==> src/sv/lsc_pkg.sv <==
// ----------------------------------------------------------------------------
// lsc_pkg: shared types and constants of the line segment clipper
// Coordinate and parameter widths, transfer structs and pipeline payloads.
// ----------------------------------------------------------------------------
`default_nettype none
package lsc_pkg;
  localparam int COORD_BITS      = 16;
  localparam int PARAM_FRAC_BITS = 16;
  localparam int DIFF_W          = COORD_BITS + 1;
  localparam int PROD_W          = PARAM_FRAC_BITS + 1 + COORD_BITS;

  localparam logic [PARAM_FRAC_BITS:0] P_ONE = {1'b1, {PARAM_FRAC_BITS{1'b0}}};
  localparam logic [PROD_W:0] P_HALF = (PROD_W + 1)'(1) << (PARAM_FRAC_BITS - 1);

  typedef logic signed [COORD_BITS-1:0] coord_t;
  typedef logic [COORD_BITS-1:0]        mag_t;
  typedef logic [PARAM_FRAC_BITS:0]     param_t;
  typedef logic [PROD_W-1:0]            prod_t;

  typedef enum logic [1:0] {
    REG_LEFT   = 2'd0,
    REG_BOTTOM = 2'd1,
    REG_RIGHT  = 2'd2,
    REG_TOP    = 2'd3
  } cfg_reg_e;

  typedef struct packed {
    coord_t start_x;
    coord_t start_y;
    coord_t end_x;
    coord_t end_y;
  } in_item_t;

  typedef struct packed {
    logic   visible;
    coord_t clipped_start_x;
    coord_t clipped_start_y;
    coord_t clipped_end_x;
    coord_t clipped_end_y;
  } out_item_t;

  // one window edge while its ratio is being worked out
  typedef struct packed {
    logic   rej;
    logic   ent;
    logic   ext;
    logic   div;
    mag_t   d;
    mag_t   rem;
    param_t quo;
  } edge_t;

  typedef struct packed {
    coord_t sx;
    coord_t sy;
    logic   negx;
    logic   negy;
    mag_t   adx;
    mag_t   ady;
  } seg_t;

  typedef struct packed {
    seg_t        seg;
    edge_t [3:0] e;
  } pipe_t;

  typedef struct packed {
    logic   ok;
    seg_t   seg;
    param_t u1;
    param_t u2;
  } comb_t;

  typedef struct packed {
    logic  ok;
    seg_t  seg;
    prod_t px1;
    prod_t py1;
    prod_t px2;
    prod_t py2;
  } mul_t;
endpackage
`default_nettype wire

==> src/sv/lsc_div_cell.sv <==
// ----------------------------------------------------------------------------
// lsc_div_cell: one quotient bit of the edge ratios
// Restoring division on the ratio of every edge that divides, registered toward the next cell.
// ----------------------------------------------------------------------------
`default_nettype none
module lsc_div_cell (
  input  logic          clk,
  input  logic          rst_n,
  input  logic          up_valid,
  input  lsc_pkg::pipe_t up_data,
  output logic          up_ready,
  output logic          dn_valid,
  output lsc_pkg::pipe_t dn_data,
  input  logic          dn_ready
);
  import lsc_pkg::*;

  logic  valid_r;
  pipe_t data_r;
  pipe_t data_nxt;
  logic [COORD_BITS:0] r2 [4];

  always_comb begin
    data_nxt = up_data;
    for (int i = 0; i < 4; i++) begin
      r2[i] = {up_data.e[i].rem, 1'b0};
      if (up_data.e[i].div) begin
        if (r2[i] >= {1'b0, up_data.e[i].d}) begin
          data_nxt.e[i].rem = COORD_BITS'(r2[i] - {1'b0, up_data.e[i].d});
          data_nxt.e[i].quo = {up_data.e[i].quo[PARAM_FRAC_BITS-1:0], 1'b1};
        end else begin
          data_nxt.e[i].rem = r2[i][COORD_BITS-1:0];
          data_nxt.e[i].quo = {up_data.e[i].quo[PARAM_FRAC_BITS-1:0], 1'b0};
        end
      end
    end
  end

  assign up_ready = !valid_r || dn_ready;

  always_ff @(posedge clk) begin
    if (!rst_n) begin
      valid_r <= 1'b0;
    end else if (up_ready) begin
      valid_r <= up_valid;
    end
  end

  always_ff @(posedge clk) begin
    if (up_ready && up_valid) begin
      data_r <= data_nxt;
    end
  end

  assign dn_valid = valid_r;
  assign dn_data  = data_r;
endmodule
`default_nettype wire

==> config.mk <==
export PLATFORM = sky130hd
export DESIGN_NAME = lsc_div_cell
export DESIGN_NICKNAME = d
export VERILOG_FILES = /design/src/sv/lsc_pkg.sv /design/src/sv/lsc_div_cell.sv
export SDC_FILE = /design/constraint.sdc
export NUM_CORES = 1
export LEC_CHECK = 0
export BUFFER_PORTS_ARGS = -buffer_cell sky130_fd_sc_hd__clkbuf_2
export CAP_MARGIN = 25
export CORE_AREA = 8 8 215 217
export CTS_BUF_LIST = sky130_fd_sc_hd__clkbuf_4
export CTS_CLUSTER_SIZE = 12
export DETAILED_ROUTE_END_ITERATION = 16
export DIE_AREA = 0 0 223 225
export GPL_TIMING_DRIVEN = 0
export PLACE_DENSITY_LB_ADDON = 0.2
export SLEW_MARGIN = 25
export SYNTH_ARGS = -nofsm -noshare
export SYNTH_HDL_FRONTEND = slang
export SYNTH_SLANG_ARGS = --single-unit
==> constraint.sdc <==
create_clock -name clk -period 14.1 [get_ports clk]
set_clock_uncertainty 0.15 [all_clocks]
set_input_delay 4.23 -clock clk [delete_from_list [all_inputs] [get_ports clk]]
set_output_delay 4.23 -clock clk [all_outputs]
set_load 0.02 [all_outputs]
# Word-level counts from Yosys, hierarchy flattened
# Index checks and enable logic that the tools add are counted.
# word_totals
reg_bits,279
out_inout_bits,280
word_cells,54
inputBits,282
# classes
n_mux,8
n_addsub,4
n_reduce_logical,3
order_cmp,4
# op_table
cell,n
$mux 33,8
$ge 17x16->1,4
$sub 16x16->16,4
$logic_and 1x1->1,1
$logic_not 1->1,1
$logic_or 1x1->1,1

# Depth between registers and ports, before layout
# logic_depth
depth_word,3
depth_mapped,12
mapped_depth_nobuf,10

# Least setup slack after synthesis
# No wires, ideal clock.
# synth_timing
path_kind,input-to-reg
startpoint,input port dn_ready
endpoint,"register data_r (netlist bit dn_data[0]), enable pin"
arrival_ns,10.830
required_ns,13.276
cell_stages,2
setup_ns,0.674
n_path_buf,0
setup_slack_ns,2.447
path_cell_list,nand2b_1 > and2_1
# synth_between
elab_chain_len,2
# synth_rtl
item,line_no,rtl
from (decl),lsc_div_cell.sv:14,input logic dn_ready
$logic_or 1x1->1,lsc_div_cell.sv:39,assign up_ready = !valid_r || dn_ready;
$logic_and 1x1->1,lsc_div_cell.sv:50,if (up_ready && up_valid) begin
to (signal assigned),lsc_div_cell.sv:51,data_r <= data_nxt;
to (decl),lsc_div_cell.sv:19,pipe_t data_r;
# Every way passes these cells.
# A chain may end at the register's enable or synchronous reset.

# Final worst setup path
# layout_timing
startpoint,input port dn_ready
endpoint,output port up_ready
# layout_between
elab_chain_len,1
# layout_rtl
item,line_no,rtl
$logic_or 1x1->1,lsc_div_cell.sv:39,
to (decl),lsc_div_cell.sv:11,"output logic up_ready,"
# Every way passes these cells.

==> flow_metrics.tcl <==
set metrics [dict create \
    status "completed" \
    worstHoldEndpoint "dn_valid" \
    io_pins 562 \
    r2r-start "dn_valid" \
    layout.nets 2095 \
    holdPathStages 2 \
    async_reset_ff_frac 0 \
    cts_buffers 79 \
    pre_cts_ws_ns 5.09 \
    initial_core_util 0.326 \
    seq_area_sq_um 8370 \
    rows 76 \
    path_clk_slew_ns 0.06 \
    grt_pass1_vias 11800 \
    finalMaxSlewViolations 0 \
    yosysMostFrequentCell "edfxtp_1" \
    worst_slack_ns 5.10 \
    multi_input_area_sq_um 5020 \
    p_total_mw 2.22 \
    path_max_fanout 3 \
    reg2reg_slack_ns 11.71 \
    drt_first_pass_iters 5 \
    fin_crit_sh 0.639 \
    r2r_cells 5 \
    syn_area_per_cell_sq_um 12.7 \
    crit_required_ns 9.72 \
    ys_seq_area_frac 0.601 \
    synthFlopType "edfxtp_1" \
    hold_viol_final 0 \
    core_area_sq_um 42700 \
    grt_remaining_overflow 0 \
    layout-drive-gt1-share 0.429 \
    drt_wl_total_microns 47900 \
    tightestPinTransition_ns 0.628 \
    drc 0 \
    drt-initial-drc-count 604 \
    use_met2 0.307 \
    rr_endpoint "dn_data[128]" \
    die-area_sq_um 50200 \
    period_needed_ns 9.00 \
    cts_buffer_depth 3 \
    n_fill_cell 4119 \
    antenna_found_initial 10 \
    p_per_area_nw_per_um2 119 \
    cts_root_buffer "clkbuf_4" \
    via_per_inst 4.80 \
    holdWs_ns 0.385 \
    clock-sinks 279 \
    antenna_left 0 \
    synth_area_leaders "edfxtp_1 60%, ha_1 5.7%, mux2_2 5.3%, a21oi_1 2.7%, mux2i_1 2.5%" \
    p_leak_nw 8.41 \
    synth-seq-cells 279 \
    route.vias.total 11300 \
    use_met3 0.0876 \
    top_usage_layer "met2" \
    ys_types 67 \
    syn_area_sq_um 13900 \
    start_kind "input pin" \
    postCtsHoldBufs 0 \
    wl_per_cell_microns 20.3 \
    synth_cells 1098 \
    clock.fmax_ghz 0.111 \
    grt_pass1_wl_microns 70800 \
    portBuffers 561 \
    gp_congestion 0.867 \
    die-width_microns 223 \
    maxCapViolations 0 \
    setup_violations 0 \
    peakVddDrop_v 0.0000763 \
    cts_setup_buffers 0 \
    relSlewSlack 0.577 \
    worstPathArrival_ns 4.62 \
    use_met1 0.201 \
    synth_commonest_cells "278 x edfxtp_1, 87 x inv_1, 86 x nor2_1" \
    die_h_microns 225 \
    grt_start_max_net_pins 55 \
    cp-end-kind "primary output" \
    area_growth_pct 33.3 \
    yosysTopAreaCellShare 0.599 \
    synth_edf_count 278 \
    worstHoldStart "dn_valid" \
    place_hpwl_microns 38500 \
    cts-resized-gates 0 \
    htree_levels 3 \
    insertion_delay_ns 0.73 \
    hp-class "reg -> reg" \
    syn_nets 1448 \
    globalRouteTotalUtil 0.183 \
    cts_tree "done" \
    yosys_warnings 0 \
    yosys.area.top_type "edfxtp_1" \
    rsz0062_at_grt "false" \
    crit_type "in -> out" \
]
==> metal layers <==
layer | wire [microns] | part of all wire
met1 | 18300 | 0.38
met2 | 23100 | 0.48
met3 | 5340 | 0.11
met4 | 1100 | 0.023
met5 | 80 | 0.0017
==> through the flow <==
step,setup TNS [ns],instance area (sq um),cells,utilization
after detailed placement,0,17600,2210,0.411
after global routing,0,18600,2356,0.435
after CTS,0,18600,2352,0.435
final,0,18600,2356,0.435
after global placement,-104.96,17400,2205,0.408
after floorplan,0,13900,1098,-
==> kinds of logic (layout without fill, tap and decap cells) <==
group | Yosys count | after routing | synth area share
AOI/OAI and AO/OA | 239 | 239 | 0.111
xor gates and xnor gates | 49 | 49 | 0.0308
adders and majority gates | 68 | 68 | 0.0632
buffers and inverters | 127 | 835 | 0.0387
DFF | 279 | 279 | 0.601
muxes | 103 | 103 | 0.0801
other | 0 | 4 | 0
and+or+nand+nor | 233 | 233 | 0.0753
==> sequential cells by signal (all words and copies together) (netlist names) <==
register  flops
dn_data     278
dn_valid      1
==> cell type report <==
class                   instances  area share
diodes                          4    0.000539
plain buffers                  39      0.0113
clock buffers                 108      0.0437
clock inverters                34      0.0105
inverters                      88      0.0178
multi-input cells             692       0.271
flip-flops and latches        279       0.451
well taps                     546      0.0368
repair buffers                566       0.158
==> placed cells by master, fill, tap and decap left out, types with 8 or more instances in the layout <==
master	synthesis	final
clkbuf_2	1	562
nand2_1	66	66
nand3_1	23	23
nand4_1	9	9
nor3_1	15	15
clkbuf_4	0	108
a21oi_1	74	74
o21a_1	9	9
inv_1	87	87
xnor2_1	32	32
nor2_1	86	86
mux2_2	66	66
a21o_1	23	23
a31oi_1	19	19
ha_1	64	64
edfxtp_1	278	278
clkbuf_1	20	20
a2bb2oi_1	11	11
o21ai_0	36	36
xor2_1	17	17
nand2b_1	8	8
clkinv_1	0	23
o211ai_1	9	9
mux2i_1	35	35
o21ai_1	9	9
==> how the worst max path moves through the flow <==
stage              endpoint  cells past startpoint      from
2_1_floorplan    dn_data[0]                      2  dn_ready
3_3_place_gp   dn_data[273]                      3  dn_ready
3_5_place_dp       up_ready                      3  dn_ready
4_1_cts            up_ready                      3  dn_ready
5_1_grt            up_ready                      3  dn_ready
6_report           up_ready                      3  dn_ready
==> report_power, final <==
group / total, mW / internal [mW] / switching, mW / leakage (nW)
sequential: 1.00 / 0.987 / 0.0155 / 2.69
clock: 0.748 / 0.394 / 0.354 / 0.589
combinational: 0.465 / 0.178 / 0.287 / 5.12
==> critical path: stages <==
cell and delay (ns):
clkbuf_2 0.07, nand2b_1 0.15, clkbuf_2 0.17
No activity file was read; power rests on OpenSTA's default activity.
