==> src/sv/lsc_pkg.sv <==
// ----------------------------------------------------------------------------
// lsc_pkg: shared types and constants of the line segment clipper
// Coordinate and parameter widths, transfer structs and pipeline payloads.
// ----------------------------------------------------------------------------
`default_nettype none
package lsc_pkg;
  localparam int COORD_BITS      = 16;
  localparam int PARAM_FRAC_BITS = 16;
  localparam int DIFF_W          = COORD_BITS + 1;
  localparam int PROD_W          = PARAM_FRAC_BITS + 1 + COORD_BITS;

  localparam logic [PARAM_FRAC_BITS:0] P_ONE = {1'b1, {PARAM_FRAC_BITS{1'b0}}};
  localparam logic [PROD_W:0] P_HALF = (PROD_W + 1)'(1) << (PARAM_FRAC_BITS - 1);

  typedef logic signed [COORD_BITS-1:0] coord_t;
  typedef logic [COORD_BITS-1:0]        mag_t;
  typedef logic [PARAM_FRAC_BITS:0]     param_t;
  typedef logic [PROD_W-1:0]            prod_t;

  typedef enum logic [1:0] {
    REG_LEFT   = 2'd0,
    REG_BOTTOM = 2'd1,
    REG_RIGHT  = 2'd2,
    REG_TOP    = 2'd3
  } cfg_reg_e;

  typedef struct packed {
    coord_t start_x;
    coord_t start_y;
    coord_t end_x;
    coord_t end_y;
  } in_item_t;

  typedef struct packed {
    logic   visible;
    coord_t clipped_start_x;
    coord_t clipped_start_y;
    coord_t clipped_end_x;
    coord_t clipped_end_y;
  } out_item_t;

  // one window edge while its ratio is being worked out
  typedef struct packed {
    logic   rej;
    logic   ent;
    logic   ext;
    logic   div;
    mag_t   d;
    mag_t   rem;
    param_t quo;
  } edge_t;

  typedef struct packed {
    coord_t sx;
    coord_t sy;
    logic   negx;
    logic   negy;
    mag_t   adx;
    mag_t   ady;
  } seg_t;

  typedef struct packed {
    seg_t        seg;
    edge_t [3:0] e;
  } pipe_t;

  typedef struct packed {
    logic   ok;
    seg_t   seg;
    param_t u1;
    param_t u2;
  } comb_t;

  typedef struct packed {
    logic  ok;
    seg_t  seg;
    prod_t px1;
    prod_t py1;
    prod_t px2;
    prod_t py2;
  } mul_t;
endpackage
`default_nettype wire

==> src/sv/lsc_lerp.sv <==
// ----------------------------------------------------------------------------
// lsc_lerp: parameter combine and endpoint interpolation
// Entry/exit selection, four multiplies, then rounding into the output register.
// ----------------------------------------------------------------------------
`default_nettype none
module lsc_lerp (
  input  logic              clk,
  input  logic              rst_n,
  input  logic              up_valid,
  input  lsc_pkg::pipe_t    up_data,
  output logic              up_ready,
  output logic              dn_valid,
  output lsc_pkg::out_item_t dn_data,
  input  logic              dn_ready
);
  import lsc_pkg::*;

  logic      c_valid_r, m_valid_r, o_valid_r;
  comb_t     c_r, c_nxt;
  mul_t      m_r, m_nxt;
  out_item_t o_r, o_nxt;
  logic      c_ready, m_ready, o_ready;
  logic      rej;

  function automatic coord_t place(coord_t base, logic neg, prod_t prod);
    logic [PROD_W:0] s;
    mag_t            mag;
    s   = {1'b0, prod} + P_HALF;
    mag = s[PARAM_FRAC_BITS +: COORD_BITS];
    return neg ? coord_t'(base - mag) : coord_t'(base + mag);
  endfunction

  always_comb begin
    c_nxt.seg = up_data.seg;
    c_nxt.u1  = '0;
    c_nxt.u2  = P_ONE;
    rej       = 1'b0;
    for (int i = 0; i < 4; i++) begin
      rej = rej | up_data.e[i].rej;
      if (up_data.e[i].ent && up_data.e[i].quo > c_nxt.u1) begin
        c_nxt.u1 = up_data.e[i].quo;
      end
      if (up_data.e[i].ext && up_data.e[i].quo < c_nxt.u2) begin
        c_nxt.u2 = up_data.e[i].quo;
      end
    end
    c_nxt.ok = !rej && !(c_nxt.u1 > c_nxt.u2);
  end

  always_comb begin
    m_nxt.ok  = c_r.ok;
    m_nxt.seg = c_r.seg;
    m_nxt.px1 = PROD_W'(c_r.u1) * PROD_W'(c_r.seg.adx);
    m_nxt.py1 = PROD_W'(c_r.u1) * PROD_W'(c_r.seg.ady);
    m_nxt.px2 = PROD_W'(c_r.u2) * PROD_W'(c_r.seg.adx);
    m_nxt.py2 = PROD_W'(c_r.u2) * PROD_W'(c_r.seg.ady);
  end

  always_comb begin
    o_nxt = '0;
    if (m_r.ok) begin
      o_nxt.visible         = 1'b1;
      o_nxt.clipped_start_x = place(m_r.seg.sx, m_r.seg.negx, m_r.px1);
      o_nxt.clipped_start_y = place(m_r.seg.sy, m_r.seg.negy, m_r.py1);
      o_nxt.clipped_end_x   = place(m_r.seg.sx, m_r.seg.negx, m_r.px2);
      o_nxt.clipped_end_y   = place(m_r.seg.sy, m_r.seg.negy, m_r.py2);
    end
  end

  assign o_ready  = !o_valid_r || dn_ready;
  assign m_ready  = !m_valid_r || o_ready;
  assign c_ready  = !c_valid_r || m_ready;
  assign up_ready = c_ready;

  always_ff @(posedge clk) begin
    if (!rst_n) begin
      c_valid_r <= 1'b0;
      m_valid_r <= 1'b0;
      o_valid_r <= 1'b0;
    end else begin
      if (c_ready) c_valid_r <= up_valid;
      if (m_ready) m_valid_r <= c_valid_r;
      if (o_ready) o_valid_r <= m_valid_r;
    end
  end

  always_ff @(posedge clk) begin
    if (c_ready && up_valid) c_r <= c_nxt;
    if (m_ready && c_valid_r) m_r <= m_nxt;
    if (o_ready && m_valid_r) o_r <= o_nxt;
  end

  assign dn_valid = o_valid_r;
  assign dn_data  = o_r;
endmodule
`default_nettype wire

==> config.mk <==
export PLATFORM = sky130hd
export DESIGN_NAME = lsc_lerp
export DESIGN_NICKNAME = d
export VERILOG_FILES = /design/src/sv/lsc_pkg.sv /design/src/sv/lsc_lerp.sv
export SDC_FILE = /design/constraint.sdc
export NUM_CORES = 2
export LEC_CHECK = 0
export ABC_AREA = 1
export BUFFER_PORTS_ARGS = -buffer_cell sky130_fd_sc_hd__buf_2
export CAP_MARGIN = 30
export CELL_PAD_IN_SITES_DETAIL_PLACEMENT = 2
export CELL_PAD_IN_SITES_GLOBAL_PLACEMENT = 2
export CORE_MARGIN = 3
export CORE_UTILIZATION = 35
export CTS_CLUSTER_SIZE = 10
export DETAILED_ROUTE_END_ITERATION = 16
export PLACE_DENSITY = 0.76
export SKIP_LAST_GASP = 1
export SYNTH_ARGS = -nofsm -noshare
export SYNTH_HDL_FRONTEND = slang
export SYNTH_SLANG_ARGS = --single-unit
export TNS_END_PERCENT = 50
==> constraint.sdc <==
create_clock -name clk -period 7.05 [get_ports clk]
set_input_delay 0.3525 -clock clk [delete_from_list [all_inputs] [get_ports clk]]
set_output_delay 0.3525 -clock clk [all_outputs]
set_load 0.03 [all_outputs]
Word level (Yosys, flattened, before mapping) --
Index checks and enable logic that the tools add are counted.
Word-level totals: input bits 282, ROM bits 0, flip-flop bits (word level) 332, memories 0, memory bits (writable) 0, latch bits 0
Operators by class: eq/ne operators 0, bitwise operators 3, $add $sub $neg 12, reduce and logical (&&, ||, !) cells 20, multiplexer cells 13, $mul 4, divide/modulo/power cells 0, shifts and indexed selects 0, order comparisons 9
Operator list (number):
- 2-to-1 mux 17 bit | 8
- adder 32 x 16 -> 32 bit, second input constant | 4
- multiplier 17 x 16 -> 32 bit | 4
- > comparator 17 bit | 4
- 2-to-1 mux 65 bit | 1
- adder 16 bit | 4
- 2-to-1 mux 16 bit | 4
- subtractor 16 bit | 4
- < comparator 17 bit | 3
- > comparator 17 x 1 -> 1 bit, second input constant | 1
- < comparator 17 bit, second input constant | 1
- logical AND 1 bit | 12
- zero test 1 bit | 5
- logical OR 1 bit | 3
- bitwise OR 1 bit | 3

Depth between registers and ports, before layout --
depth in word-level cells 15, mapped depth 60

Least setup slack after synthesis --
OpenSTA, ideal clock, no wires.
path type input-to-reg, from in up_data[16] (netlist bit), to reg c_r[100] (netlist bit), data pin, path slack 0.194 ns, data arrival time 6.602 ns, stages on the path 43, buffers on the path 4, setup time 0.254 ns, cells stage by stage inv_1 nand2_1 inv_2 buf_1 nand2_1 ha_1 nand2_1 nor2_1 a211oi_1 nand2_1 nand2_1 a21oi_1 nor2_1 o21ai_1 clkbuf_1 o21ai_0 ha_1 nand2_1 [7 not listed] ha_1 a21oi_1 nor2_1 a211oi_1 o21ai_0 a2111oi_0 nand2_1 buf_2 nand2_1 o21ai_1 ha_1 nand2_1 o21ai_0 a221oi_1 o221a_2 o221ai_1 a21oi_1 o21a_1
RTL lines:
- from (decl) | RTL line lsc_lerp.sv:10 | input lsc_pkg::pipe_t up_data,
- to (signal assigned) | RTL line lsc_lerp.sv:88 | if (c_ready && up_valid) c_r <= c_nxt;
- to (decl) | RTL line lsc_lerp.sv:19 | comb_t c_r, c_nxt;

==> qor.txt <==
Layout area overhead - 15.7%
routed len/inst - 22.3 um
die width - 387 um
Top-Level Pins - 349
drt total wl - 189 mm
CTS clk-pin slew, worst paths - 0.06 ns
Fmax achieved - 144 MHz
total number of yosys warnings - 0
worst hold path depth - 1
die area - 0.150 mm2
most common cell after layout, fill and taps aside - nand2_1
antenna violations before repair - 13
post-route DRC violation count - 0
R2R cell count - 26
largest net degree at the start of global routing - 63
RSZ-0062 raised after global routing - true
global-route wire length before repair - 291 mm
HP Class - in2reg
Top FF cell, synth - edfxtp_1
hpwl dp - 150 mm
critical path peak fanout - 14
ys async rst share - 0
GPL Wtd Cong - 0.854
Tcrit/Tclk final - 0.982
Root Buffer - clkbuf_16
Port-buffer cells - 216
Num CTS Buffers - 38
TritonRoute pass-1 iters - 5
crit path DAT - 7.28 ns
Slew Limit Fails - 0
DP Area - 0.0564 mm2
# fillers - 16200
actual slew at the worst max-slew pin - 0.862 ns
post-synth top area share - 0.326
clk sinks - 272
final setup fails - 0
FP Rows - 139
Synth cell types - 50
Remaining Overflow, GRT - 0
crit-path max cell delay - 0.58 ns
Yosys top cell by area - fa_1
Clock H-tree levels - 2
Multi-input gate area - 0.0362 mm2
CP required - 7.41 ns
fin crit period - 6.93 ns
CP Class - reg2reg
Post-synth EDFFs - 269
Clock Latency Late Sink - 0.63 ns
fin area - 0.0589 mm2
syn avg cell area - 8.31 um2
Initial Util - 0.354
synthesized instance count - 6130
Core ar. - 0.144 mm2
Mapped Nets - 7813
CTS tree - yes
Startpoint Class - register
Vias/cell - 5.01
maximum root-to-sink buffer count - 3
vias in the first global route - 50100
CP endpoint kind - register
via count - 42600
Max Cap Viol - 0
endpoints failing hold - 0
Tot GR Track Use - 0.249
Crit-path slowest cell - fa_1
Seq/Total Area, Yosys - 0.160
status - complete, no violations
TNS Setup - 0 ns
FF+latch area - 0.00814 mm2
CP most frequent cell - fa_1
DRT iter0 DRCs - 1751
antenna-violating nets left - 0
layout cells sized above 1 - 0.110
most frequent cells in the layout - 1576 x nand2_1, 1552 x inv_1, 825 x fa_1
synthesized cell area - 0.0509 mm2
Synth Register Bits - 272
Area contributors post-synth - fa_1 33%, edfxtp_1 16%, ha_1 14%
Slew HR - 0.426
die height - 387 um
net count reported at finish - 8255
clk_skew - 0.0632 ns
worst paths after layout:
check | start | end | slack [ns]
worst min-delay path | up_data[213] | c_r[35]$_DFFE_PP_ | 0.04
worst max-delay path | c_r[36]$_DFFE_PP_ | m_r[26]$_DFFE_PP_ | 0.12
worst max register to register | c_r[36]$_DFFE_PP_ | m_r[26]$_DFFE_PP_ | 0.12
worst min register to register | c_r[98]$_DFFE_PP_ | m_r[196]$_DFFE_PP_ | 0.42
repair_timing:
action | in CTS | in global routing
gates cloned | 0 | 3
hold endpoints to repair | 67 | 0
endpoints found under the setup margin | 17 | 26
buffers inserted | 17 | 19
hold buffers | 65 | 0
pin swaps | 0 | 18
gates resized for setup | 2 | 90
sequential cells by signal, indices dropped and copies added, names as in the netlist:
signal and cells:
m_valid_r 1, c_r 101, dn_data 65, dn_valid 1, c_valid_r 1, m_r 103
synth_stat cells (4+ instances only):
| master | n |
|---|---|
| nand2_1 | 1581 |
| inv_1 | 1554 |
| fa_1 | 828 |
| ha_1 | 573 |
| edfxtp_1 | 269 |
| clkbuf_1 | 237 |
| a21oi_1 | 215 |
| o21ai_0 | 161 |
| nor2_1 | 147 |
| xor2_1 | 133 |
| nand3_1 | 98 |
| xnor2_1 | 64 |
| nor3_1 | 46 |
| nand4_1 | 36 |
| o21a_1 | 21 |
| a211oi_1 | 19 |
| o21ai_1 | 19 |
| buf_1 | 13 |
| nand2_2 | 13 |
| o211ai_1 | 9 |
| a21o_1 | 8 |
| o21bai_1 | 8 |
| nand3b_1 | 6 |
| nor4_1 | 6 |
| or2_2 | 6 |
| a31oi_1 | 5 |
| nor3b_1 | 5 |
| o31ai_1 | 5 |
| buf_2 | 4 |
| inv_2 | 4 |
| o221ai_1 | 4 |
per-layer routing:
metal / track usage / up-vias / part of all wire / wire, um
li1: - / 19200 / - / -
met5: 0 / - / 0.00029 / 55
met1: 0.300 / 22200 / 0.41 / 78400
met4: 0.0764 / 8 / 0.035 / 6560
met2: 0.466 / 875 / 0.52 / 98000
met3: 0.0236 / 275 / 0.032 / 6150
metrics by stage:
step | hold slack (ns) | std cells | setup WS [ns] | util
after global routing | 0.0298 | 8497 | -0.224 | 0.409
after floorplan | 0.400 | 6130 | 0.194 | -
after detailed placement | 0.407 | 8331 | -0.572 | 0.392
after CTS | 0.00763 | 8473 | -0.0326 | 0.406
final | 0.0401 | 8500 | 0.124 | 0.409
after global placement | 0.402 | 8330 | -0.261 | 0.392
kinds of logic (layout without fill, tap and decap cells):
kind of cell / Yosys count / in the layout / synth area share
AO/OA/AOI/OAI: 487 / 487 / 0.0528
buffers and inverters: 1815 / 2277 / 0.134
adder cells (fa/ha/maj): 1401 / 1401 / 0.466
XOR/XNOR: 197 / 197 / 0.0339
AND/OR/NAND/NOR: 1958 / 1958 / 0.153
other: 0 / 5 / 0
flip-flops: 272 / 272 / 0.160
final cells by class:
cell class,count,area share
Clock buffer,46,0.0170
Tap cell,1903,0.0404
Inverter,1559,0.0995
Multi-Input combinational cell,4043,0.614
Antenna cell,5,0.000212
Timing Repair Buffer,658,0.0871
Sequential cell,272,0.138
Clock inverter,14,0.00342
worst max-delay path, delay by kind of cell (launching register included):
family	cells	cell delay [ns]
xor+xnor	1	0.11
compound gates	6	0.94
fa+ha+maj	7	3.26
simple gates	5	1.05
flops	1	0.38
buf+inv	7	0.93
Power is left out: the tool's default activity adds up to more than one toggle a clock period on the data nets, which glitch-free logic cannot reach.
